File: config.mk
export PLATFORM = sky130hd
export DESIGN_NAME = lzwc_packer
export DESIGN_NICKNAME = d
export VERILOG_FILES = /design/src/rtl/core/assert_macros.svh /design/src/rtl/core/lzwc_pkg.sv /design/src/rtl/core/lzwc_packer.sv
export SDC_FILE = /design/constraint.sdc
export NUM_CORES = 1
export LEC_CHECK = 0
export BUFFER_PORTS_ARGS = -buffer_cell sky130_fd_sc_hd__buf_4
export CORE_ASPECT_RATIO = 1.75
export CORE_MARGIN = 4
export CORE_UTILIZATION = 50
export DETAILED_ROUTE_END_ITERATION = 10
export GPL_TIMING_DRIVEN = 0
export PLACE_DENSITY = 0.64
export SLEW_MARGIN = 20
export SYNTH_ARGS = -nofsm -noshare
export SYNTH_HDL_FRONTEND = slang
export SYNTH_SLANG_ARGS = --single-unit
File: constraint.sdc
create_clock -name clk -period 3.5 [get_ports clk]
set_clock_uncertainty 0.05 [all_clocks]
set_input_delay 0.875 -clock clk [delete_from_list [all_inputs] [get_ports clk]]
set_output_delay 0.875 -clock clk [all_outputs]
set_load 0.05 [all_outputs]
File: src/rtl/core/assert_macros.svh
// Assertion helpers shared by the RTL
`ifndef ASSERT_MACROS_SVH
`define ASSERT_MACROS_SVH
`ifndef SYNTHESIS
// Check that a property holds at every rising edge out of reset
`define ASSERT_PROP(lbl, clk, rst_n, prop, msg) \
	lbl: assert property (@(posedge clk) disable iff (!rst_n) (prop)) else $error(msg);
// Check that an expression is never true out of reset
`define ASSERT_NEVER(lbl, clk, rst_n, expr, msg) \
	lbl: assert property (@(posedge clk) disable iff (!rst_n) !(expr)) else $error(msg);
`else
`define ASSERT_PROP(lbl, clk, rst_n, prop, msg)
`define ASSERT_NEVER(lbl, clk, rst_n, expr, msg)
`endif
`endif

File: src/rtl/core/lzwc_pkg.sv
package lzwc_pkg;
	localparam int BYTE_W      = 8;
	localparam int START_WIDTH = 9;
	localparam int START_POINT = 512;
	localparam int INC_W       = 9;
	localparam logic [INC_W-1:0] INC_RESET = 9'd257;

	// One queued input byte
	typedef struct packed {
		logic              last;
		logic [BYTE_W-1:0] data;
	} item_t;

	// Dictionary engine sequence
	typedef enum logic [3:0] {
		ST_CLEAR,
		ST_IDLE,
		ST_HASH_RD,
		ST_HASH_CHK,
		ST_DICT_CHK,
		ST_MISS,
		ST_EMIT_PFX,
		ST_EMIT_INC,
		ST_FLUSH_CODE,
		ST_FLUSH_END
	} eng_state_t;
endpackage

File: src/rtl/core/lzwc_packer.sv
module lzwc_packer import lzwc_pkg::*; #(
	parameter int PFX_W = 12,
	parameter int WID_W = 4
) (
	input  logic              clk,
	input  logic              arst_n,
	input  logic              op_valid,
	input  logic              op_flush,
	input  logic [PFX_W-1:0]  op_code,
	input  logic [WID_W-1:0]  op_width,
	output logic              op_ready,
	output logic              m_tvalid,
	input  logic              m_tready,
	output logic [BYTE_W-1:0] m_tdata,
	output logic              m_tlast
);
	localparam int ACC_W  = 7 + PFX_W + 1;
	localparam int HELD_W = $clog2(ACC_W + 1);

	logic [ACC_W-1:0]  acc_q;
	logic [HELD_W-1:0] held_q;
	logic              fin_q;
	logic              out_valid_q;
	logic [BYTE_W-1:0] out_data_q;
	logic              out_last_q;
	logic              out_free;
	logic              has_byte;
	logic              load;
	logic [ACC_W-1:0]  code_ext;
	logic [ACC_W-1:0]  mask;

	assign out_free = !out_valid_q || m_tready;
	assign has_byte = (held_q >= HELD_W'(8));
	assign op_ready = !has_byte && !fin_q;
	assign load     = !(op_valid && op_ready) && out_free && (has_byte || fin_q);
	assign code_ext = ACC_W'(op_code);
	assign mask     = ~({ACC_W{1'b1}} << op_width);
	assign m_tvalid = out_valid_q;
	assign m_tdata  = out_data_q;
	assign m_tlast  = out_last_q;

	// Output byte register
	always_ff @(posedge clk) begin
		if (!(op_valid && op_ready) && out_free) begin
			if (has_byte) begin
				out_data_q <= BYTE_W'(acc_q >> (held_q - HELD_W'(8)));
				out_last_q <= 1'b0;
			end else if (fin_q) begin
				out_data_q <= BYTE_W'(acc_q << (HELD_W'(8) - held_q));
				out_last_q <= 1'b1;
			end
		end
	end

	// Append codes, drain whole bytes, pad the tail on flush
	always_ff @(posedge clk or negedge arst_n) begin
		if (!arst_n) begin
			acc_q       <= '0;
			held_q      <= '0;
			fin_q       <= 1'b0;
			out_valid_q <= 1'b0;
		end else begin
			if (load) begin
				out_valid_q <= 1'b1;
			end else if (m_tready) begin
				out_valid_q <= 1'b0;
			end
			if (op_valid && op_ready) begin
				if (op_flush) begin
					fin_q <= 1'b1;
				end else begin
					acc_q  <= (acc_q << op_width) | (code_ext & mask);
					held_q <= held_q + HELD_W'(op_width);
				end
			end else if (out_free && has_byte) begin
				held_q <= held_q - HELD_W'(8);
			end else if (out_free && fin_q) begin
				acc_q  <= '0;
				held_q <= '0;
				fin_q  <= 1'b0;
			end
		end
	end
endmodule

; ---- Word level (Yosys, flattened, before mapping)
; Cells that the tools add are included.
[word_totals]
mem_count = 0
mem_bits_ro = 0
output_inout_bits = 11
latchBits = 0
input_bits = 21
ramBits = 0
ff_bits = 36
[classes]
bitwise = 3
n_reduce_logical = 20
n_shift = 4
addsub = 3
mux = 17
n_mul = 0
n_eq_ne = 3
order_cmp = 1
div = 0
[ops]
columns = op, count
row1 = $mux 20, 4
row2 = $and 12x20->20, 1
row3 = $mux 5, 4
row4 = $not 20->20, 1
row5 = $or 20x20->20, 1
row6 = $shl 20x4->20, 1
row7 = $shl 20x4->20 const A, 1
row8 = $shl 20x5->8, 1
row9 = $shr 20x5->8, 1
row10 = $mux 8, 2
row11 = $mux 1, 7
row12 = $logic_and 1x1->1, 6
row13 = $ne 2x2->1 const B, 3
row14 = $reduce_and 3->1, 2
row15 = $reduce_bool 2->1, 3
row16 = $add 5x4->5, 1
row17 = $ge 5x4->1 const B, 1
row18 = $sub 4x5->5 const A, 1
row19 = $sub 5x4->5 const B, 1
row20 = $logic_not 1->1, 4
row21 = $reduce_and 2->1, 2
row22 = $reduce_bool 3->1, 1
row23 = $logic_or 1x1->1, 2

; ---- Longest topological paths before layout
[logic_depth]
depth_word = 8
ltp_mapped = 11
ltp_nobuf = 7

; ---- Worst setup path before layout
; No wires, ideal clock.
[synth_timing]
kind = register to output
start = register held_q[1]
end = output op_ready
setup_slack_ns = 0.182
n_path_buf = 3
stages_incl_launch_ff = 9
required_ns = 2.575
arrival_time_ns = 2.393
cell_sequence = dfrtp_1 buf_1 inv_1 clkbuf_1 ha_1 buf_2 nand4bb_1 nand2_1 nor2_1
[synth_via]
elab_chain_cells = 3
[synth_lines]
columns = item, line
row1 = from (decl), lzwc_packer.sv:21  ; logic [HELD_W-1:0] held_q;
row2 = from (signal assigned), lzwc_packer.sv:73  ; held_q <= held_q + HELD_W'(op_width);
row3 = from (signal assigned), lzwc_packer.sv:76  ; held_q <= held_q - HELD_W'(8);
row4 = $ge 5x4->1, lzwc_packer.sv:33  ; assign has_byte = (held_q >= HELD_W'(8));
row5 = $logic_not 1->1, lzwc_packer.sv:34  ; assign op_ready = !has_byte && !fin_q;
row6 = $logic_and 1x1->1, lzwc_packer.sv:34
row7 = to (decl), lzwc_packer.sv:11  ; output logic op_ready,
; No other way between the ends.

; ---- Worst setup path in the final report
; Ends and elaborated chain as after synthesis.

==> results.sh <==
export IMPL_die_y_um=126
export IMPL_yosys_area_top_type_share=0.171
export IMPL_syn_nets=431
export IMPL_fmax_ghz=0.298
export IMPL_ant_nets=0
export IMPL_cts_inserted_buffers=5
export IMPL_drive_above_1_share=0.251
export IMPL_num_io_pins=32
export IMPL_reg2reg_to="acc_q[12]"
export IMPL_ys_seq_elements=36
export IMPL_cp_end_kind="output pin"
export IMPL_total_power_mw=4.43
export IMPL_synth_async_reset_ratio=0.750
export IMPL_syn2layout_area_growth_pct=13.5
export IMPL_highest_layer="met4"
export IMPL_vias_per_cell=7.25
export IMPL_synth_warnings=0
export IMPL_ys_seq_area_frac=0.239
export IMPL_ys_types=74
export IMPL_num_rows=42
export IMPL_antenna_cells=0
export IMPL_synth_top_flop_cell="dfrtp_1"
export IMPL_die_x_um=75.3
export IMPL_tns_ns=0
export IMPL_met3WireLength_um=748
export IMPL_peakVddDrop_mv=0.457
export IMPL_min_path_type="in2async"
export IMPL_drv_slew=0
export IMPL_drc=0
export IMPL_synth_cells=403
export IMPL_dieArea_mm2=0.00946
export IMPL_totalWireLength_um=14200
export IMPL_hold_buffers=0
export IMPL_clk_pin_slew_ns=0.06
export IMPL_period_minus_slack_ns=3.35
export IMPL_antenna_found_initial=0
export IMPL_clockBufferDepth=2
export IMPL_cp_max_fo=10
export IMPL_initial_core_util=0.519
export IMPL_cp_arrival_ns=2.43
export IMPL_r2r_start="held_q[3]"
export IMPL_grt_max_degree=28
export IMPL_drt_pass1_iter_count=5
export IMPL_fp_coreArea_mm2=0.00762
export IMPL_grt_pass1_vias=3975
export IMPL_vias=3871
export IMPL_ys_top_cells_by_area="dfrtp_1, mux4_2, mux2i_1, edfxtp_1, mux2_2"
export IMPL_fillers=681
export IMPL_root_buffer="clkbuf_16"
export IMPL_synth_commonest_cells="mux2i_1, nand2_1, dfrtp_1, mux4_2, clkbuf_1"
export IMPL_cts_htree_levels=2
export IMPL_leakage_nw=1.81
export IMPL_hold_viol=0
export IMPL_post_route_period_util=0.958
export IMPL_post_place_ws_ns=-0.0438
export IMPL_setup_viol=0
export IMPL_avgSynthCellArea_um2=9.82
export IMPL_synth_most_common_cell="mux2i_1"
export IMPL_drtIter0Drc=487
export IMPL_critPathRequiredTime_ns=2.57
export IMPL_reg2reg_depth=7
export IMPL_crit_type="reg2out"
export IMPL_rsz0062_at_grt="false"
export IMPL_routedWlPerCell_um=26.6
export IMPL_io_buffers=31
export IMPL_grt_pass1_wl_um=21900
export IMPL_multi_input_area_mm2=0.00276
export IMPL_worst_slack_ns=0.149
export IMPL_holdWs_ns=0.457
export IMPL_p_per_area_mw_per_mm2=985
export IMPL_status="finished clean"
export IMPL_clock_latency_ns=0.29
export IMPL_relSlewSlack=0.473
export IMPL_overflow=0
export IMPL_synth_edf_count=9
export IMPL_syn_cell_area_mm2=0.00396
export IMPL_wl_met1_um=4890
export IMPL_cp_start_kind="register"
export IMPL_finalNetCount=473
export IMPL_detailed_place_hpwl_um=10400
export IMPL_reg2reg_slack_ns=0.41
export IMPL_yosysTopAreaCell="dfrtp_1"
export IMPL_tritoncts="built"
export IMPL_place_congestion=1.02
export IMPL_cts_sinks=36
export IMPL_maxCapViolCount=0
export IMPL_met2_length_um=7500
export IMPL_regArea_um2=947
export IMPL_grt_use_total=0.313
export IMPL_worst_slew_pin_slew_ns=0.788
## cell type report
cell class | instances | area share
plain buffers | 45 | 0.0462
clock buffers | 6 | 0.0287
clock inverters | 2 | 0.00223
inverters | 14 | 0.0128
multi-input cells | 307 | 0.614
flip-flops and latches | 36 | 0.211
well taps | 88 | 0.0245
repair buffers | 36 | 0.0602
## per-layer routing
layer | up-vias | global-route usage
met1 | 1888 | 0.354
li1 | 1671 | -
met3 | 83 | 0.0367
met2 | 229 | 0.525
met5 | - | 0
met4 | 0 | 0.216
## layout by cell type (no fill, tap or decap), types with 7 or more instances in the layout
cell type  instances
nand3_1            7
a22o_1             7
edfxtp_1           9
nand2_1           30
a31oi_1            9
mux2_2            14
dfrtp_1           26
buf_2             13
inv_1              9
buf_4             36
mux2i_1           35
clkbuf_1          26
nand2b_1           8
nor2_1            20
nand4_1            7
mux4_2            27
o21ai_0            8
nor2b_1           10
## power breakdown
group | switching (mW) | internal (mW) | leakage, nW
combinational | 1.92 | 1.24 | 1.30
sequential | 0.169 | 0.651 | 0.447
clock | 0.183 | 0.262 | 0.0688
total | 2.28 | 2.15 | 1.81
## critical path, stage by stage, from the launching register on
cell        delay (ns)
dfrtp_2           0.46
clkbuf_4          0.26
clkinvlp_4        0.22
ha_1              0.23
buf_2             0.18
nand4bb_1         0.14
nand2_1           0.21
nor2_1            0.20
buf_4             0.22
## worst max-delay path by stage
| stage | start | endpoint | slack (ns) | cells after the start |
|---|---|---|---|---|
| detailed placement | held_q[1] | held_q[3] | -0.04 | 10 |
| floorplan | held_q[1] | op_ready | 0.18 | 8 |
| CTS | held_q[1] | op_ready | 0.01 | 8 |
| global route | held_q[1] | op_ready | 0.008 | 8 |
| finish | held_q[1] | op_ready | 0.15 | 8 |
| global placement | held_q[1] | held_q[3] | -0.39 | 10 |
## metrics by stage
step / cells / cell area, µm² / util
final: 534 / 4490 / 0.589
after global placement: 522 / 4300 / 0.564
after floorplan: 403 / 3960 / -
after global routing: 534 / 4490 / 0.589
after CTS: 529 / 4440 / 0.583
after detailed placement: 522 / 4310 / 0.565
## flip-flops by register name, indices dropped and copies added, names as in the netlist
name      flops
acc_q        20
m_tdata       8
held_q        5
fin_q         1
m_tlast       1
m_tvalid      1
## cell families after synthesis
kind of cell             Yosys count  synth area share
adder cells (fa/ha/maj)            7            0.0240
buffers and inverters             60            0.0651
AO/OA/AOI/OAI                    104             0.204
multiplexers                      81             0.308
XOR/XNOR                           5            0.0111
flip-flops                        36             0.239
AND/OR/NAND/NOR                  110             0.149
## what timing repair did
| item | in CTS | in global routing |
|---|---|---|
| pin swaps | 0 | 0 |
| endpoints found under the hold margin | 0 | 0 |
| setup endpoints to repair | 2 | 1 |
| cloned | 0 | 0 |
| setup buffers | 0 | 5 |
| resized for setup | 2 | 4 |
(Power assumes the default switching activity.)
