===== config.mk =====
export PLATFORM = sky130hd
export DESIGN_NAME = lzwc_front
export DESIGN_NICKNAME = d
export VERILOG_FILES = /design/src/rtl/core/assert_macros.svh /design/src/rtl/core/lzwc_pkg.sv /design/src/rtl/core/lzwc_front.sv
export SDC_FILE = /design/constraint.sdc
export NUM_CORES = 1
export LEC_CHECK = 0
export ABC_AREA = 1
export BUFFER_PORTS_ARGS = -buffer_cell sky130_fd_sc_hd__buf_2
export CORE_UTILIZATION = 53
export CTS_CLUSTER_SIZE = 8
export DETAILED_ROUTE_END_ITERATION = 16
export MAX_ROUTING_LAYER = met4
export PLACE_DENSITY = 0.82
export REMOVE_ABC_BUFFERS = 1
export SYNTH_ARGS = -nofsm -noshare
export SYNTH_HDL_FRONTEND = slang
export SYNTH_SLANG_ARGS = --single-unit

===== constraint.sdc =====
create_clock -name clk -period 3 [get_ports clk]
set_input_delay 0.15 -clock clk [delete_from_list [all_inputs] [get_ports clk]]
set_output_delay 0.15 -clock clk [all_outputs]
set_load 0.02 [all_outputs]

===== src/rtl/core/assert_macros.svh =====
// Assertion helpers shared by the RTL
`ifndef ASSERT_MACROS_SVH
`define ASSERT_MACROS_SVH
`ifndef SYNTHESIS
// Check that a property holds at every rising edge out of reset
`define ASSERT_PROP(lbl, clk, rst_n, prop, msg) \
	lbl: assert property (@(posedge clk) disable iff (!rst_n) (prop)) else $error(msg);
// Check that an expression is never true out of reset
`define ASSERT_NEVER(lbl, clk, rst_n, expr, msg) \
	lbl: assert property (@(posedge clk) disable iff (!rst_n) !(expr)) else $error(msg);
`else
`define ASSERT_PROP(lbl, clk, rst_n, prop, msg)
`define ASSERT_NEVER(lbl, clk, rst_n, expr, msg)
`endif
`endif


===== src/rtl/core/lzwc_pkg.sv =====
package lzwc_pkg;
	localparam int BYTE_W      = 8;
	localparam int START_WIDTH = 9;
	localparam int START_POINT = 512;
	localparam int INC_W       = 9;
	localparam logic [INC_W-1:0] INC_RESET = 9'd257;

	// One queued input byte
	typedef struct packed {
		logic              last;
		logic [BYTE_W-1:0] data;
	} item_t;

	// Dictionary engine sequence
	typedef enum logic [3:0] {
		ST_CLEAR,
		ST_IDLE,
		ST_HASH_RD,
		ST_HASH_CHK,
		ST_DICT_CHK,
		ST_MISS,
		ST_EMIT_PFX,
		ST_EMIT_INC,
		ST_FLUSH_CODE,
		ST_FLUSH_END
	} eng_state_t;
endpackage


===== src/rtl/core/lzwc_front.sv =====
module lzwc_front import lzwc_pkg::*; (
	input  logic              clk,
	input  logic              arst_n,
	input  logic              hold,
	input  logic              s_tvalid,
	output logic              s_tready,
	input  logic [BYTE_W-1:0] s_tdata,
	input  logic              s_tlast,
	output item_t             q_item,
	output logic              q_valid,
	input  logic              q_pop
);
	item_t      ent_q [2];
	logic       wr_q;
	logic       rd_q;
	logic [1:0] cnt_q;
	logic       push;

	assign s_tready = (cnt_q != 2'd2) && !hold;
	assign push     = s_tvalid && s_tready;
	assign q_valid  = (cnt_q != 2'd0);
	assign q_item   = ent_q[rd_q];

	// Store each transfer in a two-entry queue
	always_ff @(posedge clk) begin
		if (push) begin
			ent_q[wr_q] <= '{last: s_tlast, data: s_tdata};
		end
	end

	// Advance the pointers and the fill count
	always_ff @(posedge clk or negedge arst_n) begin
		if (!arst_n) begin
			wr_q  <= 1'b0;
			rd_q  <= 1'b0;
			cnt_q <= 2'd0;
		end else begin
			if (push) begin
				wr_q <= ~wr_q;
			end
			if (q_pop) begin
				rd_q <= ~rd_q;
			end
			case ({push, q_pop})
				2'b10:   cnt_q <= cnt_q + 2'd1;
				2'b01:   cnt_q <= cnt_q - 2'd1;
				default: cnt_q <= cnt_q;
			endcase
		end
	end
endmodule


After elaboration in Yosys (flattened, before gate mapping):

Memories as Yosys holds them, arrays and structs flattened.
Cells that the tools add are included.

* register bits after elaboration: 4
* RAM bits: 18
* input port bits: 14
* output and inout bits: 11
* word-level logic and storage cells: 19
* memories: 1

Memories
* ent_q: words 2, bits a word 9, read ports 1, clocked after memory_dff 0, wr ports 1, line lzwc_front.sv:13 `item_t ent_q [2];`

* add/subtract/negate cells: 2
* eq/ne operators: 3
* mux-type cells: 3
* bitwise logic cells: 2
* reduce and logical (&&, ||, !) cells: 5

Operators with widths (number)
* $pmux 2 s2: 1
* $reduce_bool 2->1: 2
* $add 2x1->2 const B: 1
* $eq 2x1->1 const B: 1
* $eq 2x2->1 const B: 1
* $logic_and 1x1->1: 2
* $mux 1: 2
* $ne 2x2->1 const B: 1
* $not 1->1: 2
* $sub 2x1->2 const B: 1
* $logic_not 1->1: 1

Longest topological paths before layout:

Gate-level depths: netlist of the first run.

* depth in word-level cells: 5
* mapped depth: 9

Worst setup path before layout of the first run:

Ideal clock, no wire load.

* kind: reg-to-reg
* start: register cnt_q[0]
* end: memory ent_q[1][0] in the netlist's numbering, enable pin
* setup time: 374 ps
* arrival time: 981 ps
* data required time: 2626 ps
* slack: 1644 ps
* stages on the path, launching flop included: 5
* path buffers: 0
* period minus slack after synthesis: 1356 ps
* cell sequence: dfrtp_1 -> inv_2 -> nand2_2 -> nand3_2 -> nor2_1

* cells in the longest elaborated chain, start to end: 5

RTL lines
* start, declared: line lzwc_front.sv:16 `logic [1:0] cnt_q;`
* start signal, assigned: line lzwc_front.sv:45 `2'b10: cnt_q <= cnt_q + 2'd1;`
* start signal, assigned: line lzwc_front.sv:46 `2'b01: cnt_q <= cnt_q - 2'd1;`
* start signal, assigned: line lzwc_front.sv:47 `default: cnt_q <= cnt_q;`
* $ne 2x2->1: line lzwc_front.sv:19 `assign s_tready = (cnt_q != 2'd2) && !hold;`
* $logic_and 1x1->1: line lzwc_front.sv:19
* $logic_and 1x1->1: line lzwc_front.sv:20 `assign push = s_tvalid && s_tready;`
* $mux 1: line lzwc_front.sv:26 `if (push) begin`
* $mux 1 (not written as such): line lzwc_front.sv:27 `ent_q[wr_q] <= '{last: s_tlast, data: s_tdata};`
* end, declared: line lzwc_front.sv:13

Every way passes these cells.

Worst setup path in the final report of the first run:

* start: register cnt_q[0]
* end: memory ent_q[1][6] in the netlist's numbering, enable pin

The elaborated chain is that of the path after synthesis.

==> impl_metrics.xml, run 1 <==
<?xml version="1.0" encoding="UTF-8"?>
<metrics>
  <group name="outcome">
    <metric name="status" unit="">complete, no violations</metric>
  </group>
  <group name="clock_network">
    <metric name="cts_repair_resized_insts" unit="">0</metric>
    <metric name="clk_pin_slew_worst_paths" unit="ps">110</metric>
    <metric name="cts_buffers" unit="">3</metric>
    <metric name="insertion_delay" unit="ps">300</metric>
    <metric name="cts-root-buf" unit="">sky130_fd_sc_hd__clkbuf_4</metric>
    <metric name="number_of_buffers_on_the_longest_clock_path" unit="">2</metric>
    <metric name="cts_max_level" unit="">1</metric>
    <metric name="tritoncts" unit="">done</metric>
    <metric name="cts.sink_count" unit="">22</metric>
  </group>
  <group name="synth">
    <metric name="share_of_the_synthesized_area_in_the_top_cell_type" unit="%">60.0</metric>
    <metric name="synth.avg_cell_area" unit="sq um">12.0</metric>
    <metric name="post_synth_inst_count" unit="">75</metric>
    <metric name="ys_ff_latch" unit="">22</metric>
    <metric name="seq_area_frac_synth" unit="%">71.1</metric>
    <metric name="post_synth_instance_area" unit="sq um">901</metric>
    <metric name="synth_largest_area_cell" unit="">sky130_fd_sc_hd__edfxtp_1</metric>
    <metric name="post_synth_main_area_contributors" unit="">sky130_fd_sc_hd__edfxtp_1 60%, sky130_fd_sc_hd__dfrtp_1 11%, sky130_fd_sc_hd__nand2_1 6.7%, sky130_fd_sc_hd__inv_1 6.3%, sky130_fd_sc_hd__o21ai_0 4.4%</metric>
    <metric name="yosysUniqueCellTypes" unit="">17</metric>
    <metric name="synth.yosys.warnings" unit="">0</metric>
  </group>
  <group name="detailed_routing">
    <metric name="postRouteWirelength" unit="mm">1.52</metric>
    <metric name="pre_repair_dr_iteration_count" unit="">4</metric>
    <metric name="drt-wirelength-per-cell" unit="um">12.8</metric>
    <metric name="drt_iter0_markers" unit="">16</metric>
    <metric name="vias_per_cell" unit="">5.29</metric>
    <metric name="via_count" unit="">624</metric>
    <metric name="remaining_drc_errors" unit="">0</metric>
    <metric name="ant_nets" unit="">0</metric>
  </group>
  <group name="sta">
    <metric name="max_freq" unit="MHz">629</metric>
    <metric name="clock-skew-final" unit="ps">2.27</metric>
    <metric name="rsz_0062_raised_after_global_routing" unit="">no</metric>
    <metric name="worstMarginPinSlew" unit="ps">736</metric>
    <metric name="fin_ws" unit="ps">1410</metric>
    <metric name="fin_setup_tns" unit="ps">0</metric>
    <metric name="setup_viol_count_final" unit="">0</metric>
    <metric name="finalCriticalPeriod" unit="ps">1590</metric>
    <metric name="report.final.slew_viol_count" unit="">0</metric>
    <metric name="final.period_utilization" unit="%">53.0</metric>
    <metric name="finalHoldViolCount" unit="">0</metric>
    <metric name="headroom_to_the_max_slew_limit" unit="%">50.8</metric>
  </group>
  <group name="worst_setup_path">
    <metric name="timing.reg2reg.worst_path_depth" unit="">4</metric>
    <metric name="critical_path_peak_fanout" unit="">9</metric>
    <metric name="critPathArrivalTime" unit="ps">1540</metric>
    <metric name="worstSetupPathType" unit="">reg -&gt; reg</metric>
    <metric name="critPathRequiredTime" unit="ps">2950</metric>
    <metric name="start_kind" unit="">register</metric>
    <metric name="end_kind" unit="">register</metric>
  </group>
  <group name="floorplan">
    <metric name="floorplan.die.height" unit="um">43.2</metric>
    <metric name="die-area" unit="sq um">1870</metric>
    <metric name="num_io_pins" unit="">25</metric>
    <metric name="std_cell_core_area" unit="sq um">1540</metric>
    <metric name="row_count" unit="">14</metric>
    <metric name="die_width" unit="um">43.2</metric>
    <metric name="initial_core_util" unit="%">58.4</metric>
  </group>
  <group name="pwr">
    <metric name="netSwitchingFraction" unit="%">38.9</metric>
    <metric name="post-layout-total-power" unit="mW">0.892</metric>
    <metric name="switchingPower" unit="mW">0.347</metric>
    <metric name="p_clk_share" unit="%">14.7</metric>
    <metric name="cellInternalPower" unit="mW">0.544</metric>
    <metric name="irDropWorstVdd" unit="uV">665</metric>
    <metric name="power_density" unit="nW/um^2">845</metric>
    <metric name="power_frac_comb" unit="%">34.8</metric>
    <metric name="leakage" unit="nW">0.493</metric>
    <metric name="pwr-share-seq" unit="%">50.5</metric>
  </group>
  <group name="global_routing">
    <metric name="antenna_violations_before_repair" unit="">0</metric>
    <metric name="first_global_vias" unit="">572</metric>
    <metric name="grt_start_max_net_pins" unit="">20</metric>
    <metric name="grt_overflow_total" unit="">0</metric>
    <metric name="grt_pass1_wl" unit="mm">2.53</metric>
    <metric name="overall_global_routing_usage" unit="%">19.2</metric>
  </group>
  <group name="place">
    <metric name="globalplace.congestion" unit="">0.832</metric>
    <metric name="port-buffer-count" unit="">24</metric>
    <metric name="pre_cts_ws" unit="ps">1430</metric>
    <metric name="detailed_place_hpwl" unit="mm">1.12</metric>
  </group>
  <group name="finish">
    <metric name="mostFrequentLayoutCell" unit="">sky130_fd_sc_hd__buf_2</metric>
    <metric name="most_frequent_cells_in_the_layout" unit="">24 x sky130_fd_sc_hd__buf_2, 18 x sky130_fd_sc_hd__edfxtp_1, 16 x sky130_fd_sc_hd__nand2_1, 15 x sky130_fd_sc_hd__inv_1, 8 x sky130_fd_sc_hd__o21ai_0</metric>
    <metric name="layout-area-overhead-vs-synth" unit="%">17.1</metric>
    <metric name="ratio_of_cells_with_drive_above_1_in_the_final_layout" unit="%">29.4</metric>
    <metric name="insertedDiodeCount" unit="">0</metric>
    <metric name="layout.core_utilization" unit="%">68.4</metric>
    <metric name="design.final.nets" unit="">118</metric>
    <metric name="fillerInstances" unit="">118</metric>
  </group>
  <group name="min_path">
    <metric name="min-delay-path-class" unit="">in -&gt; reg</metric>
    <metric name="hold_path_depth" unit="">1</metric>
  </group>
  <group name="job">
    <metric name="drv.max_cap_violation_count" unit="">0</metric>
  </group>
</metrics>
[path summary, 6_finish.rpt]
check	start	end	slack [ps]
min in group asynchronous	arst_n	cnt_q[0]$_DFFE_PN0P_	160
max in group asynchronous	arst_n	cnt_q[1]$_DFFE_PN0P_	2720
hold / removal	s_tdata[2]	ent_q[0][2]$_DFFE_PP_	30
setup reg to reg	cnt_q[0]$_DFFE_PN0P_	ent_q[1][6]$_DFFE_PP_	1410
setup / recovery	cnt_q[0]$_DFFE_PN0P_	ent_q[1][6]$_DFFE_PP_	1410
hold reg to reg	wr_q$_DFFE_PN0P_	wr_q$_DFFE_PN0P_	500
[repair_timing]
action                                 4_1_cts  5_1_grt
endpoints found under the hold margin        4        0
setup buffers                                0        0
hold buffers                                 1        0
[metrics by stage]
stage | cell area (sq um) | std cells | hold WS [ps]
2_1_floorplan | 878 | 73 | -146
3_3_place_gp | 1020 | 113 | -39.9
3_5_place_dp | 1020 | 113 | -38.6
4_1_cts | 1050 | 118 | 26.9
5_1_grt | 1050 | 118 | 21.7
6_report | 1050 | 118 | 26.6
[final cells by class]
type	count	area [sq um]	area share, %
repair buffers	25	130	12.3
well taps	16	20.0	1.90
flip-flops and latches	22	641	60.7
clock buffers	3	22.5	2.14
multi-input cells	35	178	16.8
clock inverters	1	3.75	0.356
inverters	16	60.1	5.69
[worst max-delay path, cell delays in order, from the launching register on]
cell and delay (ps):
sky130_fd_sc_hd__dfrtp_1 420, sky130_fd_sc_hd__inv_2 80, sky130_fd_sc_hd__nand2_2 80, sky130_fd_sc_hd__nand3_2 90
sky130_fd_sc_hd__nor2_1 580
[synthesized netlist by cell type, drive strengths merged]
cell type  instances
edfxtp            18
nand2             17
inv               16
o21ai              9
dfrtp              4
buf                2
nand3              2
nand4              2
a21oi              1
ha                 1
nor2               1
xnor2              1
xor2               1
[state kept, by name (all words and copies together), names as in the netlist]
signal / flops
wr_q: 1
rd_q: 1
ent_q: 18
cnt_q: 2
[layer usage]
| layer | GRT usage, % | up-vias | part of all wire, % |
|---|---|---|---|
| met4 | 9.09 | 0 | 2.1 |
| met2 | 30.4 | 31 | 49 |
| li1 | - | 301 | - |
| met5 | - | - | 0 |
| met3 | 2.98 | 5 | 7.7 |
| met1 | 24.1 | 287 | 41 |
[power by group through the flow]
stage / Clock (mW) / Sequential, mW / Combinational (mW)
finish: 0.131 / 0.451 / 0.310
global placement: 0 / 0.451 / 0.294
CTS: 0.133 / 0.450 / 0.311
floorplan: 0 / 0.441 / 0.208
global route: 0.140 / 0.458 / 0.343
detailed placement: 0 / 0.457 / 0.309
[cells by family after synthesis]
group / after synthesis / share of synthesized area (%)
compound gates: 10 / 5.55
simple gates: 22 / 10.8
flops: 22 / 71.1
xor+xnor: 2 / 1.94
fa+ha+maj: 1 / 1.39
buf+inv: 18 / 9.17
No activity file was read; power rests on OpenSTA's default activity.
==> run 2, diff against run 1 <==
--- a/config.mk
+++ b/config.mk
@@ -5,13 +5,13 @@
 export SDC_FILE = /design/constraint.sdc
 export NUM_CORES = 1
 export LEC_CHECK = 0
-export ABC_AREA = 1
+export ABC_AREA = 0
 export BUFFER_PORTS_ARGS = -buffer_cell sky130_fd_sc_hd__buf_2
-export CORE_UTILIZATION = 53
+export CORE_UTILIZATION = 44
 export CTS_CLUSTER_SIZE = 8
 export DETAILED_ROUTE_END_ITERATION = 16
 export MAX_ROUTING_LAYER = met4
-export PLACE_DENSITY = 0.82
+export PLACE_DENSITY = 0.73
 export REMOVE_ABC_BUFFERS = 1
 export SYNTH_ARGS = -nofsm -noshare
 export SYNTH_HDL_FRONTEND = slang
==> constraint.sdc (replaced) <==
create_clock -name clk -period 1.3 [get_ports clk]
set_input_delay 0.065 -clock clk [delete_from_list [all_inputs] [get_ports clk]]
set_output_delay 0.065 -clock clk [all_outputs]
set_load 0.02 [all_outputs]
==> run 2 against run 1 <==
Net effect:
- the run now ends with negative setup slack left
- flip-flop and latch count unchanged
- first-iteration DRC count decreased by 63%
- clock skew increased by 12 ps
- register-to-register slack got worse by 1500 ps
- core utilization increased by 11 points
- non-clock buffer count increased by 24
- combinational power increased to 4.1 times the previous value
- critical path type is now reg -> out
- largest power group is now combinational logic
==> impl_metrics.xml, run 2 <==
<?xml version="1.0" encoding="UTF-8"?>
<metrics>
  <group name="worst_setup_path">
    <metric name="critical_path_peak_fanout" unit="">2</metric>
    <metric name="regToRegEndpoint" unit="">ent_q[0][6]$_DFFE_PP_</metric>
    <metric name="end_kind" unit="">output pin</metric>
    <metric name="start_kind" unit="">register</metric>
    <metric name="critPathRequiredTime" unit="ps">1240</metric>
    <metric name="critPathLaunch" unit="">cnt_q[0]$_DFFE_PN0P_</metric>
    <metric name="timing.reg2reg.worst_path_depth" unit="">5</metric>
    <metric name="rrSetupSlack" unit="ps">-120</metric>
    <metric name="worstSetupPathType" unit="">reg -&gt; out</metric>
    <metric name="critPathArrivalTime" unit="ps">1360</metric>
    <metric name="capture_point_of_the_critical_path" unit="">s_tready</metric>
    <metric name="critical_path.reg2reg.startpoint" unit="">cnt_q[0]$_DFFE_PN0P_</metric>
  </group>
  <group name="floorplan">
    <metric name="row_count" unit="">15</metric>
    <metric name="num_io_pins" unit="">25</metric>
    <metric name="initial_core_util" unit="%">48.4</metric>
    <metric name="die-area" unit="sq um">2120</metric>
    <metric name="std_cell_core_area" unit="sq um">1760</metric>
    <metric name="die_width" unit="um">46.1</metric>
    <metric name="floorplan.die.height" unit="um">46.1</metric>
  </group>
  <group name="pwr">
    <metric name="switchingPower" unit="mW">0.831</metric>
    <metric name="cellInternalPower" unit="mW">1.95</metric>
    <metric name="power_density" unit="nW/um^2">1990</metric>
    <metric name="netSwitchingFraction" unit="%">29.8</metric>
    <metric name="power_frac_comb" unit="%">46.0</metric>
    <metric name="pwr-share-seq" unit="%">35.6</metric>
    <metric name="leakage" unit="nW">0.578</metric>
    <metric name="irDropWorstVdd" unit="uV">1270</metric>
    <metric name="p_clk_share" unit="%">18.4</metric>
  </group>
  <group name="sta">
    <metric name="headroom_to_the_max_slew_limit" unit="%">86.3</metric>
    <metric name="setup_viol_count_final" unit="">30</metric>
    <metric name="max_freq" unit="MHz">703</metric>
    <metric name="rsz_0062_raised_after_global_routing" unit="">yes</metric>
    <metric name="clock-skew-final" unit="ps">14.1</metric>
    <metric name="finalHoldViolCount" unit="">0</metric>
    <metric name="finalCriticalPeriod" unit="ps">1420</metric>
    <metric name="final.period_utilization" unit="%">109</metric>
    <metric name="worstMarginPinSlew" unit="ps">205</metric>
    <metric name="report.final.slew_viol_count" unit="">0</metric>
    <metric name="fin_ws" unit="ps">-122</metric>
  </group>
  <group name="synth">
    <metric name="synth-edff-count" unit="">18</metric>
    <metric name="synth.avg_cell_area" unit="sq um">18.2</metric>
    <metric name="post_synth_instance_area" unit="sq um">855</metric>
    <metric name="synth_largest_area_cell" unit="">sky130_fd_sc_hd__edfxtp_1</metric>
    <metric name="post_synth_inst_count" unit="">47</metric>
    <metric name="synth_async_sr_flop_share" unit="%">18.2</metric>
    <metric name="yosysUniqueCellTypes" unit="">14</metric>
    <metric name="seq_area_frac_synth" unit="%">75.0</metric>
    <metric name="share_of_the_synthesized_area_in_the_top_cell_type" unit="%">63.3</metric>
    <metric name="synth.yosys.warnings" unit="">0</metric>
    <metric name="yosys.cell_count.top_type" unit="">sky130_fd_sc_hd__edfxtp_1</metric>
    <metric name="synth-main-ff-cell" unit="">sky130_fd_sc_hd__edfxtp_1</metric>
    <metric name="ys_ff_latch" unit="">22</metric>
    <metric name="post_synth_most_frequent_cells" unit="">18 x sky130_fd_sc_hd__edfxtp_1, 9 x sky130_fd_sc_hd__mux2_2, 4 x sky130_fd_sc_hd__dfrtp_1, 3 x sky130_fd_sc_hd__nor2_1</metric>
    <metric name="post_synth_main_area_contributors" unit="">sky130_fd_sc_hd__edfxtp_1 63%, sky130_fd_sc_hd__mux2_2 12%, sky130_fd_sc_hd__dfrtp_1 12%, sky130_fd_sc_hd__xnor2_1 2.0%, sky130_fd_sc_hd__xor2_1 2.0%</metric>
  </group>
  <group name="global_routing">
    <metric name="grt_pass1_wl" unit="mm">2.30</metric>
    <metric name="grt_start_max_net_pins" unit="">14</metric>
    <metric name="antenna_violations_before_repair" unit="">0</metric>
    <metric name="first_global_vias" unit="">558</metric>
    <metric name="overall_global_routing_usage" unit="%">16.9</metric>
    <metric name="grt_overflow_total" unit="">0</metric>
  </group>
  <group name="detailed_routing">
    <metric name="postRouteWirelength" unit="mm">1.72</metric>
    <metric name="pre_repair_dr_iteration_count" unit="">3</metric>
    <metric name="via_count" unit="">557</metric>
    <metric name="drt_iter0_markers" unit="">6</metric>
    <metric name="drt-wirelength-per-cell" unit="um">13.9</metric>
    <metric name="vias_per_cell" unit="">4.49</metric>
    <metric name="ant_nets" unit="">0</metric>
    <metric name="remaining_drc_errors" unit="">0</metric>
  </group>
  <group name="min_path">
    <metric name="min-delay-path-class" unit="">in -&gt; async</metric>
  </group>
  <group name="clock_network">
    <metric name="cts.sink_count" unit="">22</metric>
    <metric name="insertion_delay" unit="ps">300</metric>
    <metric name="number_of_buffers_on_the_longest_clock_path" unit="">2</metric>
    <metric name="cts-root-buf" unit="">sky130_fd_sc_hd__clkbuf_4</metric>
    <metric name="cts_buffers" unit="">3</metric>
    <metric name="tritoncts" unit="">done</metric>
    <metric name="cts_max_level" unit="">1</metric>
    <metric name="clk_pin_slew_worst_paths" unit="ps">130</metric>
  </group>
  <group name="job">
    <metric name="drv.max_cap_violation_count" unit="">0</metric>
  </group>
  <group name="place">
    <metric name="detailed_place_hpwl" unit="um">922</metric>
    <metric name="place_inst" unit="">103</metric>
    <metric name="pre_cts_ws" unit="ps">-134</metric>
    <metric name="globalplace.congestion" unit="">0.740</metric>
    <metric name="port-buffer-count" unit="">24</metric>
  </group>
  <group name="finish">
    <metric name="largest_register_ff_count" unit="">18</metric>
    <metric name="insertedDiodeCount" unit="">0</metric>
    <metric name="design.final.nets" unit="">115</metric>
    <metric name="ratio_of_cells_with_drive_above_1_in_the_final_layout" unit="%">59.6</metric>
    <metric name="layout.cells.non_filler" unit="">124</metric>
    <metric name="largest-register" unit="">ent_q</metric>
    <metric name="largestRegisters" unit="">ent_q: 18 flops, cnt_q: 2 flops</metric>
    <metric name="most_frequent_cells_in_the_layout" unit="">18 x sky130_fd_sc_hd__edfxtp_1, 14 x sky130_fd_sc_hd__buf_6, 13 x sky130_fd_sc_hd__buf_2, 11 x sky130_fd_sc_hd__dlygate4sd3_1, 10 x sky130_fd_sc_hd__buf_4</metric>
    <metric name="layout-area-overhead-vs-synth" unit="%">63.5</metric>
    <metric name="mostFrequentLayoutCell" unit="">sky130_fd_sc_hd__edfxtp_1</metric>
    <metric name="layout.core_utilization" unit="%">79.2</metric>
  </group>
  <group name="outcome">
    <metric name="status" unit="">finished, violations left</metric>
    <metric name="violated_checks" unit="">negative setup slack</metric>
  </group>
</metrics>
==> run 2: cell count changes in the layout (fill, tap and decap cells not counted), sizes merged, moves of 9 or more <==
cell         before  now
buf              24   38
o21ai             9    0
nand2            17    0
mux2              0    9
dlygate4sd3       1   11
inv              16    3
==> run 2: power groups by stage <==
stage | Combinational, mW | Clock (mW) | Sequential [mW]
final | 1.28 | 0.512 | 0.992
after global routing | 1.36 | 0.546 | 1.00
after CTS | 1.12 | 0.526 | 0.978
after detailed placement | 0.790 | 0 | 1.04
after global placement | 0.771 | 0 | 1.04
after floorplan | 0.485 | 0 | 1.03
==> run 2: logic make-up (layout without fill, tap and decap cells) <==
kind of cell             Yosys count  after routing  share of synthesized area (%)
adder cells (fa/ha/maj)            1              1                           1.46
buffers and inverters              4             56                           1.90
XOR/XNOR                           5              5                           6.00
flip-flops                        22             22                           75.0
multiplexers                       9              9                           11.9
AO/OA/AOI/OAI                      2              2                           1.76
AND/OR/NAND/NOR                    4              4                           2.05
==> run 2: area by class of cell <==
type	instances	area, sq um
inverters	3	11.3
fillers	107	367
flip-flops and latches	22	642
repair buffers	49	428
clock inverters	1	30.0
clock buffers	3	22.5
multi-input cells	21	233
well taps	25	31.3
==> run 2: worst max-delay path, stage by stage (launching register included) <==
cell	delay (ps)
sky130_fd_sc_hd__dfrtp_1	390
sky130_fd_sc_hd__inv_2	50
sky130_fd_sc_hd__buf_4	120
sky130_fd_sc_hd__buf_4	120
sky130_fd_sc_hd__buf_4	130
sky130_fd_sc_hd__a21oi_2	110
sky130_fd_sc_hd__buf_4	150
==> run 2: worst min-delay path by stage <==
stage | endpoint | depth (start not counted)
floorplan | cnt_q[0]$_DFFE_PN0P_ | 0
global placement | cnt_q[0]$_DFFE_PN0P_ | 1
detailed placement | cnt_q[0]$_DFFE_PN0P_ | 1
CTS | rd_q$_DFFE_PN0P_ | 2
global route | rd_q$_DFFE_PN0P_ | 2
finish | rd_q$_DFFE_PN0P_ | 2
==> run 2: layer usage <==
layer  up-vias  global-route usage [%]  wire [um]
li1        275                       -          -
met1       271                    19.1        696
met2        11                    29.6        981
met3         0                    3.53         41
met4         0                    5.29          0
met5         -                       -          0
==> run 2: timing repair <==
action	in CTS	in global routing
buffers inserted	4	2
gates resized for setup	19	15
endpoints found under the setup margin	30	31
hold buffers	11	0
gates cloned	0	0
endpoints found under the hold margin	23	0
pin swaps	3	4
==> run 2: metrics by stage <==
step           hold WS [ps]  total power [mW]  instance area (sq um)  setup TNS, ps
2_1_floorplan          -231              1.51                    850          -4960
3_3_place_gp           -127              1.81                   1060           -502
3_5_place_dp           -128              1.83                   1060           -732
4_1_cts                60.9              2.62                   1320          -2170
5_1_grt                71.9              2.91                   1400          -3770
6_report               64.9              2.78                   1400          -2370
==> run 3, diff against run 2 <==
--- a/config.mk
+++ b/config.mk
@@ -7,11 +7,11 @@
 export LEC_CHECK = 0
 export ABC_AREA = 0
 export BUFFER_PORTS_ARGS = -buffer_cell sky130_fd_sc_hd__buf_2
-export CORE_UTILIZATION = 44
+export CORE_UTILIZATION = 52
 export CTS_CLUSTER_SIZE = 8
 export DETAILED_ROUTE_END_ITERATION = 16
 export MAX_ROUTING_LAYER = met4
-export PLACE_DENSITY = 0.73
+export PLACE_DENSITY_LB_ADDON = 0.05
 export REMOVE_ABC_BUFFERS = 1
 export SYNTH_ARGS = -nofsm -noshare
 export SYNTH_HDL_FRONTEND = slang
==> constraint.sdc (replaced) <==
create_clock -name clk -period 1.65 [get_ports clk]
set_input_delay 0.0825 -clock clk [delete_from_list [all_inputs] [get_ports clk]]
set_output_delay 0.0825 -clock clk [all_outputs]
set_load 0.02 [all_outputs]
==> run 3 against run 2 <==
Net effect:
- total power decreased by 42%
- flip-flop and latch count unchanged
- combinational power decreased by 57%
- clock skew decreased by 9.0 ps
- final cell count decreased by 17%
- die area decreased by 15%
- critical endpoint is now q_item[1]
- critical path depth decreased by 4
- sequential power decreased by 17%
- non-clock buffer count decreased by 12
- the flow now finishes without violations
==> impl_metrics.xml, run 3 (synthesis gave the netlist of run 2 again) <==
<?xml version="1.0" encoding="UTF-8"?>
<metrics>
  <group name="outcome">
    <metric name="status" unit="">complete, no violations</metric>
  </group>
  <group name="global_routing">
    <metric name="first_global_vias" unit="">488</metric>
    <metric name="antenna_violations_before_repair" unit="">0</metric>
    <metric name="grt_start_max_net_pins" unit="">13</metric>
    <metric name="grt_overflow_total" unit="">0</metric>
    <metric name="grt_pass1_wl" unit="mm">2.15</metric>
    <metric name="overall_global_routing_usage" unit="%">17.5</metric>
  </group>
  <group name="floorplan">
    <metric name="num_io_pins" unit="">25</metric>
    <metric name="initial_core_util" unit="%">56.1</metric>
    <metric name="floorplan.die.height" unit="um">42.5</metric>
    <metric name="row_count" unit="">14</metric>
    <metric name="std_cell_core_area" unit="sq um">1520</metric>
    <metric name="die_width" unit="um">42.5</metric>
    <metric name="die-area" unit="sq um">1810</metric>
  </group>
  <group name="finish">
    <metric name="largest_register_ff_count" unit="">18</metric>
    <metric name="layout-area-overhead-vs-synth" unit="%">33.5</metric>
    <metric name="ratio_of_cells_with_drive_above_1_in_the_final_layout" unit="%">48.3</metric>
    <metric name="total_area_of_sequential_cells" unit="sq um">641</metric>
    <metric name="layout.cells.non_filler" unit="">103</metric>
    <metric name="insertedDiodeCount" unit="">0</metric>
    <metric name="most_frequent_cells_in_the_layout" unit="">24 x sky130_fd_sc_hd__buf_2, 18 x sky130_fd_sc_hd__edfxtp_1, 11 x sky130_fd_sc_hd__dlygate4sd3_1, 9 x sky130_fd_sc_hd__mux2_2, 4 x sky130_fd_sc_hd__dfrtp_1</metric>
    <metric name="fillerInstances" unit="">102</metric>
    <metric name="mostFrequentLayoutCell" unit="">sky130_fd_sc_hd__buf_2</metric>
    <metric name="postLayoutCellArea" unit="sq um">1140</metric>
    <metric name="largest-register" unit="">ent_q</metric>
    <metric name="layout.core_utilization" unit="%">74.9</metric>
    <metric name="multi_input_logic_area" unit="sq um">198</metric>
    <metric name="design.final.nets" unit="">103</metric>
    <metric name="largestRegisters" unit="">ent_q: 18 flops, cnt_q: 2 flops</metric>
  </group>
  <group name="sta">
    <metric name="report.final.slew_viol_count" unit="">0</metric>
    <metric name="setup_viol_count_final" unit="">0</metric>
    <metric name="worstMarginPinSlew" unit="ps">437</metric>
    <metric name="finalHoldViolCount" unit="">0</metric>
    <metric name="headroom_to_the_max_slew_limit" unit="%">70.8</metric>
    <metric name="final.period_utilization" unit="%">94.0</metric>
    <metric name="max_freq" unit="MHz">645</metric>
    <metric name="rsz_0062_raised_after_global_routing" unit="">no</metric>
    <metric name="fin_setup_tns" unit="ps">0</metric>
    <metric name="timing.hold.ws" unit="ps">108</metric>
    <metric name="fin_ws" unit="ps">98.7</metric>
    <metric name="finalCriticalPeriod" unit="ps">1550</metric>
    <metric name="clock-skew-final" unit="ps">5.10</metric>
  </group>
  <group name="worst_setup_path">
    <metric name="start_kind" unit="">register</metric>
    <metric name="critical_path_peak_fanout" unit="">10</metric>
    <metric name="worstSetupPathType" unit="">reg -&gt; out</metric>
    <metric name="critPathRequiredTime" unit="ps">1570</metric>
    <metric name="end_kind" unit="">output pin</metric>
    <metric name="critPathArrivalTime" unit="ps">1470</metric>
  </group>
  <group name="job">
    <metric name="drv.max_cap_violation_count" unit="">0</metric>
  </group>
  <group name="pwr">
    <metric name="p_clk_share" unit="%">15.4</metric>
    <metric name="power_frac_comb" unit="%">33.7</metric>
    <metric name="switchingPower" unit="mW">0.535</metric>
    <metric name="pwr-share-seq" unit="%">50.9</metric>
    <metric name="irDropWorstVdd" unit="uV">916</metric>
    <metric name="leakage" unit="nW">0.470</metric>
    <metric name="netSwitchingFraction" unit="%">33.1</metric>
    <metric name="power_density" unit="nW/um^2">1420</metric>
    <metric name="post-layout-total-power" unit="mW">1.62</metric>
    <metric name="cellInternalPower" unit="mW">1.08</metric>
  </group>
  <group name="clock_network">
    <metric name="tritoncts" unit="">done</metric>
    <metric name="post_cts_buffers" unit="">0</metric>
    <metric name="number_of_buffers_on_the_longest_clock_path" unit="">2</metric>
    <metric name="clk_pin_slew_worst_paths" unit="ps">110</metric>
    <metric name="insertion_delay" unit="ps">300</metric>
    <metric name="cts-root-buf" unit="">sky130_fd_sc_hd__clkbuf_4</metric>
    <metric name="cts_repair_resized_insts" unit="">0</metric>
    <metric name="cts_max_level" unit="">1</metric>
    <metric name="cts_buffers" unit="">3</metric>
    <metric name="cts.sink_count" unit="">22</metric>
  </group>
  <group name="detailed_routing">
    <metric name="pre_repair_dr_iteration_count" unit="">3</metric>
    <metric name="vias_per_cell" unit="">4.83</metric>
    <metric name="remaining_drc_errors" unit="">0</metric>
    <metric name="postRouteWirelength" unit="mm">1.36</metric>
    <metric name="ant_nets" unit="">0</metric>
    <metric name="drt-wirelength-per-cell" unit="um">13.2</metric>
    <metric name="drt_iter0_markers" unit="">4</metric>
    <metric name="via_count" unit="">497</metric>
  </group>
  <group name="place">
    <metric name="detailed_place_hpwl" unit="um">833</metric>
    <metric name="pre_cts_ws" unit="ps">160</metric>
    <metric name="globalplace.congestion" unit="">0.672</metric>
    <metric name="place_inst" unit="">88</metric>
    <metric name="port-buffer-count" unit="">24</metric>
    <metric name="detailed_place.area" unit="sq um">1000</metric>
  </group>
  <group name="min_path">
    <metric name="min-delay-path-class" unit="">in -&gt; async</metric>
  </group>
</metrics>
run 3: changes by cell type in the layout (fill, tap and decap cells not counted), sizes merged:
cell and change:
buf -12, bufinv -1, clkbuf +1
run 3: final cells by class:
| cell class | count | share of cell area, % |
|---|---|---|
| inverters | 3 | 0.987 |
| repair buffers | 37 | 21.5 |
| clock buffers | 4 | 2.30 |
| multi-input cells | 21 | 17.3 |
| well taps | 16 | 1.75 |
| flip-flops and latches | 22 | 56.1 |
run 3: what timing repair did:
item	4_1_cts	5_1_grt
hold buffers	11	0
setup endpoints to repair	0	0
hold endpoints to repair	23	0
run 3: path summary, 6_finish.rpt:
path / startpoint / endpoint / slack, ps / depth (start not counted)
min: arst_n / cnt_q[1]$_DFFE_PN0P_ / 110 / 2
min in group clk: hold / wr_q$_DFFE_PN0P_ / 110 / 3
max in group asynchronous: arst_n / rd_q$_DFFE_PN0P_ / 1420 / 2
max: rd_q$_DFFE_PN0P_ / q_item[1] / 100 / 2
max reg2reg: cnt_q[0]$_DFFE_PN0P_ / cnt_q[1]$_DFFE_PN0P_ / 140 / 5
min reg2reg: cnt_q[1]$_DFFE_PN0P_ / cnt_q[1]$_DFFE_PN0P_ / 520 / 1
run 3: power groups by stage:
stage / Clock, mW / Combinational (mW) / Sequential [mW]
floorplan: 0 / 0.382 / 0.808
global placement: 0 / 0.520 / 0.831
detailed placement: 0 / 0.524 / 0.836
CTS: 0.255 / 0.547 / 0.825
global route: 0.282 / 0.579 / 0.839
finish: 0.249 / 0.545 / 0.823
run 3: worst max-delay path, stage by stage (launching register included):
cell and delay, ps:
sky130_fd_sc_hd__dfrtp_1 630, sky130_fd_sc_hd__mux2_2 380, sky130_fd_sc_hd__buf_2 160
run 3: routing by layer:
layer	track usage, %	wire length (um)
met5	-	0
met4	5.63	0
met3	5.60	47
met2	28.6	714
met1	20.7	599
